**config.mk**
```make
export PLATFORM = sky130hd
export DESIGN_NAME = psa_channel
export DESIGN_NICKNAME = d
export VERILOG_FILES = /design/src/hw/rtl/psa_pkg.sv /design/src/hw/rtl/psa_channel.sv
export SDC_FILE = /design/constraint.sdc
export NUM_CORES = 1
export LEC_CHECK = 0
export ABC_AREA = 1
export BUFFER_PORTS_ARGS = -buffer_cell sky130_fd_sc_hd__buf_2
export CORE_MARGIN = 10
export CORE_UTILIZATION = 59
export DETAILED_ROUTE_END_ITERATION = 16
export GPL_TIMING_DRIVEN = 0
export MAX_ROUTING_LAYER = met4
export PLACE_DENSITY = 0.76
export REMOVE_ABC_BUFFERS = 1
export SYNTH_ARGS = -nofsm -noshare
export SYNTH_HDL_FRONTEND = slang
export SYNTH_SLANG_ARGS = --single-unit
export TNS_END_PERCENT = 1
```
**constraint.sdc**
```tcl
create_clock -name clk -period 6.4 [get_ports clk]
set_input_delay 0.32 -clock clk [delete_from_list [all_inputs] [get_ports clk]]
set_output_delay 0.32 -clock clk [all_outputs]
set_load 0.02 [all_outputs]
```
**src/hw/rtl/psa_pkg.sv**
```systemverilog
// shared types and constants for the pixel saturation adjust block
`timescale 1ns / 1ps

package psa_pkg;

  // restoring divider layout: four quotient bits per pipeline stage
  localparam int DIV_STEPS   = 4;
  localparam int DIV1_STAGES = 6;   // 24-bit dividend (max-min) << 16
  localparam int DIV2_STAGES = 9;   // 36-bit dividend 2^32
  localparam int DVD1_W      = 24;
  localparam int DVD2_W      = 36;
  localparam int DEN1_W      = 8;
  localparam int DEN2_W      = 17;

  localparam logic [DVD2_W-1:0] DVD2_INIT = 36'h1_0000_0000;
  localparam logic [16:0]       ONE_Q16   = 17'd65536;

  // floor(x / 25) as (x * RECIP_M) >> RECIP_S, exact for x below 2^22
  localparam logic [22:0] RECIP_M = 23'd5368710;
  localparam int          RECIP_S = 27;

  localparam logic signed [7:0] AMOUNT_MAX = 8'sd100;
  localparam logic signed [7:0] AMOUNT_MIN = -8'sd100;

  // per-pixel payload carried alongside the dividers
  typedef struct packed {
    logic [7:0] red;
    logic [7:0] green;
    logic [7:0] blue;
    logic [7:0] alpha;
    logic [8:0] sum;
    logic       bypass;
    logic       pos;
  } psa_side_t;

endpackage

```
**src/hw/rtl/psa_channel.sv**
```systemverilog
// per-channel gain multiply, then offset, truncate and clamp
`timescale 1ns / 1ps

module psa_channel
  import psa_pkg::*;
(
  input  logic        clk,
  input  logic        en,
  input  logic [7:0]  chan,
  input  logic [8:0]  sum,
  input  logic [24:0] gain,
  input  logic        pos,
  input  logic        bypass,
  output logic [7:0]  result
);

  logic signed [10:0] offs;
  logic signed [36:0] prod;
  logic [24:0]        base;
  logic [7:0]         chan_q;
  logic               bypass_q;
  logic signed [37:0] total;

  assign offs = $signed({2'b00, chan, 1'b0}) - $signed({2'b00, sum});

  // multiply stage
  always_ff @(posedge clk) begin
    if (en) begin
      prod     <= offs * $signed({1'b0, gain});
      base     <= pos ? {chan, 17'd0} : {sum, 16'd0};
      chan_q   <= chan;
      bypass_q <= bypass;
    end
  end

  assign total = $signed({13'd0, base}) + {prod[36], prod};

  // clamp stage
  always_ff @(posedge clk) begin
    if (en) begin
      if (bypass_q) begin
        result <= chan_q;
      end else if (total[37]) begin
        result <= 8'd0;
      end else if (|total[36:25]) begin
        result <= 8'd255;
      end else begin
        result <= total[24:17];
      end
    end
  end

endmodule

```
==> impl_results.md <==
* Number of max-cap violations at 0
* Warnings, synthesis at 0
* Initial antenna violation count at 0
* Netlist cell types at 48
* FF+latch count, synth at 46
* First-pass GRT wire length at roughly 51000 um
* Hold path depth at 1
* Setup TNS at 0 ns
* CTS Hold Bufs at 0
* CP Class: input pin to flip-flop
* R2R Setup Slk at 3.82 ns
* Max_slew headroom at 33.8%
* Endpoints failing setup at 0
* Mapped Avg Cell Area at about 7.5 um^2
* CP max stage cell: fa_1
* Slowest stage delay, CP at around 0.55 ns
* Via-per-instance ratio at about 5.4
* DR pass1 iterations at 5
* Routed Antenna Nets at 0
* Die Span Y at 159 um
* WP data required at 6.42 ns
* N_diodes at 0
* Number of synthesized flops with an enable pin at 46
* HP Class: input pin to flip-flop
* Main synth FF type: edfxtp_1
* Dpl cell area at ~12000 um^2
* GPL Wtd Cong at between 0.9 and 1
* GR Util All Layers at ~25%
* Die W at between 150 and 200 um
* Routed wire per std cell at about 17 um
* Sequential cell area fraction in the yosys report at about an eighth
* Num CTS Buffers at 5
* Top-Level Pins at 54
* Largest net degree at the start of global routing at 47
* Crit path DAT at 6.20 ns
* Post-Route WL at between 30000 and 40000 um
* TritonCTS clock tree: done
* DPL Wire Length at roughly 24000 um
* Site row count at 50
* Layout cells sized above 1 at a little over 10%
* Synthesized netlist cell count at 1518
* Die area at between 20000 and 30000 um^2
* Core area at 18900 um^2
* Reg clk slew, reported paths at approximately 0.070 ns
* Post-Syn Area at 11400 um^2
* Vias in the first global route at just over 10k
* Worst R2R Path Depth at 14
* Commonest cells after routing, fill and taps aside: nand2_1 (369), inv_1 (360), fa_1 (183)
* Worst path most repeated cell: fa_1
* Number of H-tree levels at 2
* Fin. max-slew vios at 0
* Vias at 9929
* Outcome: complete, no violations
* Worst hold slack at roughly 0.20 ns
* Fin crit period at 6.17 ns
* CP endpoint kind: flip-flop
* Most common cell after layout, fill and taps aside: nand2_1
* Clock skew at about 0.011 ns
* Initial Util at 60.5%
* Worst Path Max Fanout at 25
* Clock Latency Late Sink at 0.29 ns
* Final period util at around 96%
* Achievable frequency at ~160 MHz
* TritonCTS sink count at 46
* Root buffer cell: clkbuf_16
* Final hold violations at 0
* Final nets at 1920
* IO buf count at 53
* Startpoint type of the worst setup path: input pin
* Clk buf depth at 2
* FFs w/ async S/R, synth at 0%
* DRT iter0 DRCs at 599
* Non-Filler Cell Area, Final at around 13000 um^2
* Grt ovf at 0
* Syn-to-layout area delta at 9.75%
* DR DRC count at 0
* Worst-margin pin slew at approximately 1 ns
* RSZ-0062 raised after global routing: true
## metrics by stage
stage,worst slack (ns),instances,utilization (%)
6_report,0.228,1842,66.4
5_1_grt,-0.0953,1842,66.4
4_1_cts,0.0181,1832,65.2
3_5_place_dp,-1.04,1797,62.8
3_3_place_gp,-0.959,1797,62.8
2_1_floorplan,0.381,1484,-
## critical path, delay by kind of cell
family	cells	cell delay (ns)
AOI/OAI and AO/OA	6	1.07
adders and majority gates	7	3.19
buffers and inverters	6	0.60
xor gates and xnor gates	1	0.17
and+or+nand+nor	6	0.83
## cell usage after synthesis, types with 2 or more instances
master / number / area, um^2
or2_1: 3 / 18.8
o21ai_2: 2 / 17.5
o21ai_1: 2 / 10.0
and2_1: 2 / 12.5
ha_1: 109 / 1360
a21o_1: 5 / 37.5
clkbuf_2: 4 / 20.0
nand2_2: 8 / 50.1
or2_2: 3 / 18.8
edfxtp_1: 46 / 1380
nand3b_1: 4 / 30.0
o21bai_1: 5 / 37.5
buf_2: 5 / 25.0
inv_2: 3 / 11.3
nor2_2: 3 / 18.8
a31oi_1: 4 / 25.0
nor3_1: 12 / 60.1
inv_1: 365 / 1370
nand2_1: 377 / 1420
o21ai_0: 28 / 140
buf_6: 2 / 22.5
o211ai_1: 2 / 15.0
nand3_2: 4 / 40.0
nor2_1: 161 / 604
a211oi_1: 2 / 15.0
nor2_4: 2 / 22.5
xor2_1: 12 / 105
nand3_1: 61 / 305
xnor2_1: 9 / 78.8
nand4_1: 7 / 43.8
clkbuf_1: 20 / 75.1
fa_1: 184 / 3680
buf_1: 2 / 7.51
a21boi_0: 2 / 15.0
a21oi_1: 45 / 225
## what timing repair did
action / 4_1_cts / 5_1_grt
pin swaps: 5 / 6
gates cloned: 2 / 0
gates resized for setup: 25 / 32
setup buffers: 25 / 10
endpoints found under the hold margin: 0 / 0
endpoints found under the setup margin: 20 / 20
## per-layer routing
| metal | wire (um) | share of wire, % | global-route usage [%] | up-vias |
|---|---|---|---|---|
| met5 | 0 | 0 | - | - |
| met4 | 939 | 3.0 | 7.33 | 0 |
| met3 | 2130 | 6.9 | 4.44 | 72 |
| met2 | 14800 | 48 | 41.4 | 365 |
| met1 | 13100 | 42 | 31.4 | 4803 |
| li1 | - | - | - | 4689 |
## final timing paths
path	startpoint	end
setup / recovery	sum[0]	prod[24]
hold / removal	bypass	bypass_q
setup reg to reg	prod[17]	result[2]
hold reg to reg	chan_q[6]	result[6]
## flip-flops by register name, summed over array words and instances (netlist names)
signal    flops
bypass_q      1
chan_q        8
base          9
prod         20
result        8
## cells by family after synthesis
family | Yosys count | share of synthesized area [%]
compound gates | 104 | 5.29
xor+xnor | 21 | 1.61
fa+ha+maj | 293 | 44.1
buf+inv | 403 | 13.5
flops | 46 | 12.1
simple gates | 651 | 23.4
## area by class of cell
class	instances	area, um^2
Inverter	369	1410
Timing Repair Buffer	88	581
Timing Repair inverter	2	15.0
Tap cell	260	325
Clock buffer	5	125
Fill cell	1679	6340
Multi-Input combinational cell	1069	8680
Clock inverter	3	25.0
Sequential cell	46	1380
Power is left out: the tool's default activity adds up to more than one toggle a clock period on the data nets, which glitch-free logic cannot reach.
