`config.mk`:
```
export PLATFORM = sky130hd
export DESIGN_NAME = psa_div_stage
export DESIGN_NICKNAME = d
export VERILOG_FILES = /design/src/hw/rtl/psa_pkg.sv /design/src/hw/rtl/psa_div_stage.sv
export SDC_FILE = /design/constraint.sdc
export NUM_CORES = 1
export LEC_CHECK = 0
export BUFFER_PORTS_ARGS = -buffer_cell sky130_fd_sc_hd__buf_2
export CORE_ASPECT_RATIO = 1.4
export CORE_MARGIN = 10
export CORE_UTILIZATION = 51
export CTS_CLUSTER_SIZE = 28
export DETAILED_ROUTE_END_ITERATION = 6
export MAX_ROUTING_LAYER = met4
export PLACE_DENSITY = 0.85
export SLEW_MARGIN = 0
export SYNTH_ARGS = -nofsm -noshare
export SYNTH_HDL_FRONTEND = slang
export SYNTH_SLANG_ARGS = --single-unit
export TNS_END_PERCENT = 10
```
`constraint.sdc`:
```
create_clock -name clk -period 17.5 [get_ports clk]
set_clock_uncertainty 0.05 [all_clocks]
set_input_delay 1.75 -clock clk [delete_from_list [all_inputs] [get_ports clk]]
set_output_delay 1.75 -clock clk [all_outputs]
set_load 0.1 [all_outputs]
```
`src/hw/rtl/psa_pkg.sv`:
```
// shared types and constants for the pixel saturation adjust block
`timescale 1ns / 1ps

package psa_pkg;

  // restoring divider layout: four quotient bits per pipeline stage
  localparam int DIV_STEPS   = 4;
  localparam int DIV1_STAGES = 6;   // 24-bit dividend (max-min) << 16
  localparam int DIV2_STAGES = 9;   // 36-bit dividend 2^32
  localparam int DVD1_W      = 24;
  localparam int DVD2_W      = 36;
  localparam int DEN1_W      = 8;
  localparam int DEN2_W      = 17;

  localparam logic [DVD2_W-1:0] DVD2_INIT = 36'h1_0000_0000;
  localparam logic [16:0]       ONE_Q16   = 17'd65536;

  // floor(x / 25) as (x * RECIP_M) >> RECIP_S, exact for x below 2^22
  localparam logic [22:0] RECIP_M = 23'd5368710;
  localparam int          RECIP_S = 27;

  localparam logic signed [7:0] AMOUNT_MAX = 8'sd100;
  localparam logic signed [7:0] AMOUNT_MIN = -8'sd100;

  // per-pixel payload carried alongside the dividers
  typedef struct packed {
    logic [7:0] red;
    logic [7:0] green;
    logic [7:0] blue;
    logic [7:0] alpha;
    logic [8:0] sum;
    logic       bypass;
    logic       pos;
  } psa_side_t;

endpackage

```
`src/hw/rtl/psa_div_stage.sv`:
```
// one pipeline stage of a restoring divider, several quotient bits per stage
`timescale 1ns / 1ps

module psa_div_stage
  import psa_pkg::*;
#(
  parameter int DVD_W = 24,
  parameter int DIV_W = 8,
  parameter int STEPS = 4
) (
  input  logic             clk,
  input  logic             rst,
  input  logic             en,
  input  logic             in_valid,
  input  logic [DIV_W-1:0] in_rem,
  input  logic [DVD_W-1:0] in_dvd,
  input  logic [DVD_W-1:0] in_quo,
  input  logic [DIV_W-1:0] in_div,
  input  psa_side_t        in_side,
  output logic             out_valid,
  output logic [DIV_W-1:0] out_rem,
  output logic [DVD_W-1:0] out_dvd,
  output logic [DVD_W-1:0] out_quo,
  output logic [DIV_W-1:0] out_div,
  output psa_side_t        out_side
);

  logic [DIV_W-1:0] rem_next;
  logic [DVD_W-1:0] dvd_next;
  logic [DVD_W-1:0] quo_next;
  logic [DIV_W:0]   trial;
  logic [DIV_W:0]   diff;
  logic             ge;

  // shift-compare-subtract steps
  always_comb begin
    rem_next = in_rem;
    dvd_next = in_dvd;
    quo_next = in_quo;
    trial    = '0;
    diff     = '0;
    ge       = 1'b0;
    for (int s = 0; s < STEPS; s++) begin
      trial    = {rem_next, dvd_next[DVD_W-1]};
      ge       = (trial >= {1'b0, in_div});
      diff     = trial - {1'b0, in_div};
      rem_next = ge ? diff[DIV_W-1:0] : trial[DIV_W-1:0];
      dvd_next = {dvd_next[DVD_W-2:0], 1'b0};
      quo_next = {quo_next[DVD_W-2:0], ge};
    end
  end

  // valid bit
  always_ff @(posedge clk) begin
    if (rst) begin
      out_valid <= 1'b0;
    end else if (en) begin
      out_valid <= in_valid;
    end
  end

  // payload
  always_ff @(posedge clk) begin
    if (en) begin
      out_rem  <= rem_next;
      out_dvd  <= dvd_next;
      out_quo  <= quo_next;
      out_div  <= in_div;
      out_side <= in_side;
    end
  end

endmodule

```
==> metrics list <==
- Global routing consumed, over all layers together, 22.7% of the routing resources.
- The number of hold-slack violations in the final timing report came to 0.
* Proportion of synthesized flip-flops having asynchronous set or reset: 0%
* Slew at the pin with the worst max-slew slack: 0.913 ns
- In the final layout, flip-flops and latches occupy 3110 sq um.
- The count of nets left with antenna violations once routing finished came out at 0.
* Filler instances: 652
- Worst skew pair latency: 0.33 ns
- For the worst flop-to-flop path, the logic depth is 2.
* Share of post-route cells with drive strength above 1: 42.1%
- Worst EP arrival: 10.71 ns
- Worst reg2reg endpoint: out_valid
* Buffer cell driving the clock tree root: sky130_fd_sc_hd__clkbuf_16
* Maximum root-to-sink buffer count: 2
* Cells after synthesis: 365
- In this run the worst path has a maximum fanout of 21.
- Once the clock tree was built, the setup fixing pass inserted 0 buffers.
- TritonCTS built the clock tree.
- Worst ir drop on vdd: 0.100 mV
- The max-slew violation count is 0.
- Buffers inserted to repair hold after CTS numbered 0.
- The initial utilization of the core area, before any placement, comes to 52.8%.
- Startpoint types: input port
- The worst register-to-register path has a setup slack of 16.85 ns.
- Min cycle time layout: 10.72 ns
- The slowest stage of the critical path belongs to the cell sky130_fd_sc_hd__a21oi_2.
- Routed vias: 4039
- Area occupied by multi-input gates: 1750 sq um
* Worst Hold Depth: 2
* Number of enable-type register cells in the synthesized netlist: 103
- Number of antenna violations at the first check in global routing: 3
* Drt drc: 0
- Critical R2R Launch: out_valid
- The congestion estimate from routability-driven global placement came to 0.940.
- Top-level port count: 219
- The worst setup path is captured at a flip-flop.
* Die Y: 137 um
- Post-DP HPWL: 12.8 mm
- The setup path with the least slack is of type input port to flip-flop.
* Required arrival time at the worst endpoint: 17.49 ns
- The detailed router finished its first iteration with 395 violations.
* Total chip power: 1.11 mW
- Final-stage net count: 727
* Final Routed Wirelength: 16.5 mm
- Congestion Overflow GR: 0
* Critical path's top delay family: compound AO/OA/AOI/OAI gates
- Setup violations remaining at the end of the flow were counted as 0.
- Routed vias/inst: 5.60
- Max-cap violations in this run came to 0.
* Average routed wire per standard cell: 22.9 um
* HP Start: out_valid
- Total clock sinks: 104
* Achievable frequency: 93.3 MHz
- Total Die Area: 14300 sq um
- Status: complete, no violations
- In this run, CTS created clock tree buffers numbering 9.
* Slew margin rel.: 39.2%
- Placeable core area: 9510 sq um
- Number of H-tree levels: 3
- The worst hold path terminates at out_valid.
- Post-CTS clock slew at the launch and capture registers of the worst setup and hold paths: 0.06 ns
- Row count: 42
* Post-CTS resize count: 0
- Setup repair after global routing left no endpoint under its margin.
- In this run the power density over the cells is 171 nW/um^2.
- Worst path buffer plus inverter count: 4
- The min-delay analysis places its worst path in the category flip-flop to flip-flop.
* Number of global-route vias before repair: 3834
- Share of the clock period used by the worst path: 61.3%
* Global-route wire length before repair: 23.7 mm
* Number of buffers added on ports: 210
- Sequential cell area fraction in the yosys report: 62.0%
- A synthesized cell averages 13.7 sq um.
- Largest net degree at the start of global routing: 75
* Flip-flop and latch count after synthesis: 104
- Summed over all cells, the static leakage comes to 2.85 nW.
- From synthesis to final layout, the design area changed by 29.3%.
- In this run the cell area of the synthesized design comes to 5020 sq um.
- In this run, distinct cell masters in the synthesized netlist total 53.
- The largest single stage delay on the critical path is 0.53 ns.
* Warnings, synthesis: 0
- Top flip-flop cell by instance count after synthesis: sky130_fd_sc_hd__edfxtp_1
- Total negative slack: 0 ns
* Die W: 104 um
* TritonRoute pass-1 iters: 5
## state kept, by name (all words and copies together) (netlist names)
name,flops
out_side,43
out_valid,1
out_div,8
out_rem,8
out_dvd,20
out_quo,24
## power breakdown
part | internal (mW) | switching, mW | total (mW) | leakage [nW]
clock | 0.0981 | 0.0894 | 0.188 | 0.135
sequential | 0.320 | 0.00821 | 0.328 | 1.02
combinational | 0.164 | 0.430 | 0.594 | 1.70
total | 0.582 | 0.528 | 1.11 | 2.85
## cells in the mapped netlist (3+ instances only)
| cell type | number | area share [%] |
|---|---|---|
| sky130_fd_sc_hd__edfxtp_1 | 103 | 62 |
| sky130_fd_sc_hd__ha_1 | 32 | 8.0 |
| sky130_fd_sc_hd__inv_1 | 26 | 1.9 |
| sky130_fd_sc_hd__nor2_1 | 21 | 1.6 |
| sky130_fd_sc_hd__a21oi_1 | 16 | 1.6 |
| sky130_fd_sc_hd__o21ai_0 | 15 | 1.5 |
| sky130_fd_sc_hd__nand3_1 | 14 | 1.4 |
| sky130_fd_sc_hd__o21a_1 | 9 | 1.3 |
| sky130_fd_sc_hd__mux2_2 | 8 | 1.8 |
| sky130_fd_sc_hd__nand2_1 | 8 | 0.60 |
| sky130_fd_sc_hd__nor3_1 | 8 | 0.80 |
| sky130_fd_sc_hd__a21o_1 | 7 | 1.0 |
| sky130_fd_sc_hd__nand2b_1 | 7 | 0.87 |
| sky130_fd_sc_hd__xnor2_1 | 7 | 1.2 |
| sky130_fd_sc_hd__mux2i_1 | 6 | 1.2 |
| sky130_fd_sc_hd__buf_4 | 5 | 0.75 |
| sky130_fd_sc_hd__nand4_1 | 5 | 0.62 |
| sky130_fd_sc_hd__nor2b_1 | 5 | 0.62 |
| sky130_fd_sc_hd__o221ai_1 | 5 | 0.87 |
| sky130_fd_sc_hd__xor2_1 | 5 | 0.87 |
| sky130_fd_sc_hd__fa_1 | 4 | 1.6 |
| sky130_fd_sc_hd__o31a_1 | 4 | 0.70 |
| sky130_fd_sc_hd__a211oi_1 | 3 | 0.45 |
| sky130_fd_sc_hd__clkbuf_1 | 3 | 0.22 |
| sky130_fd_sc_hd__o31ai_1 | 3 | 0.45 |
| sky130_fd_sc_hd__or3_1 | 3 | 0.37 |
## layout by cell type (no fill, tap or decap), types with 5 or more instances in the layout
cell / instances
sky130_fd_sc_hd__buf_2: 209
sky130_fd_sc_hd__edfxtp_1: 103
sky130_fd_sc_hd__ha_1: 32
sky130_fd_sc_hd__inv_1: 26
sky130_fd_sc_hd__nor2_1: 21
sky130_fd_sc_hd__a21oi_1: 16
sky130_fd_sc_hd__o21ai_0: 15
sky130_fd_sc_hd__nand3_1: 14
sky130_fd_sc_hd__o21a_1: 9
sky130_fd_sc_hd__clkbuf_16: 9
sky130_fd_sc_hd__nand2_1: 8
sky130_fd_sc_hd__mux2_2: 8
sky130_fd_sc_hd__nor3_1: 8
sky130_fd_sc_hd__nand2b_1: 7
sky130_fd_sc_hd__a21o_1: 7
sky130_fd_sc_hd__xnor2_1: 7
sky130_fd_sc_hd__mux2i_1: 6
sky130_fd_sc_hd__xor2_1: 5
sky130_fd_sc_hd__nand4_1: 5
sky130_fd_sc_hd__nor2b_1: 5
sky130_fd_sc_hd__o221ai_1: 5
## layer usage
layer | global-route usage (%) | share of wire [%]
met5 | - | 0
met4 | 8.60 | 1.8
met3 | 6.40 | 8.1
met2 | 39.8 | 53
met1 | 24.1 | 37
## kinds of logic (layout without fill, tap and decap cells)
| family | count (synthesis) | count (layout) | synth area share (%) |
|---|---|---|---|
| other | 1 | 8 | 0.0747 |
| XOR/XNOR | 12 | 12 | 2.09 |
| adder cells (fa/ha/maj) | 36 | 36 | 9.57 |
| flip-flops | 104 | 104 | 62.0 |
| AND/OR/NAND/NOR | 79 | 79 | 8.15 |
| buffers and inverters | 38 | 255 | 3.27 |
| AO/OA/AOI/OAI | 80 | 80 | 11.5 |
| multiplexers | 15 | 15 | 3.29 |
## worst max-delay path by stage
stage | from | to | slack, ns | cells past startpoint
floorplan | in_div[6] | out_rem[3] | 8.03 | 35
global placement | in_div[6] | out_rem[4] | 6.78 | 33
detailed placement | in_div[6] | out_rem[3] | 6.63 | 33
CTS | in_div[6] | out_rem[3] | 6.94 | 33
global route | in_div[1] | out_rem[3] | 6.30 | 34
finish | in_div[6] | out_rem[3] | 6.78 | 33
## worst min-delay path, cell delays in order (launching register included)
cell and delay (ns):
sky130_fd_sc_hd__dfxtp_1 0.33, sky130_fd_sc_hd__mux2i_1 0.07, sky130_fd_sc_hd__nor2_1 0.08
## final cells by class
class,instances,share of cell area (%)
sequential,104,48.0
multi-input combinational,226,27.0
timing repair buffer,211,16.4
clock buffer,9,3.47
tap,132,2.55
inverter,28,1.62
clock inverter,7,0.868
antenna,4,0.154
## stage by stage
stage          hold slack [ns]  instance area (sq um)  utilization, %  setup slack [ns]  std cells
2_1_floorplan            0.921                   5030               -              8.03        368
3_3_place_gp             0.425                   6200            65.2              6.78        701
3_5_place_dp             0.457                   6200            65.2              6.63        701
4_1_cts                  0.470                   6480            68.1              6.94        717
5_1_grt                  0.533                   6490            68.2              6.30        721
6_report                 0.464                   6490            68.2              6.78        721
Note: power is estimated with default switching activity, not from simulation.
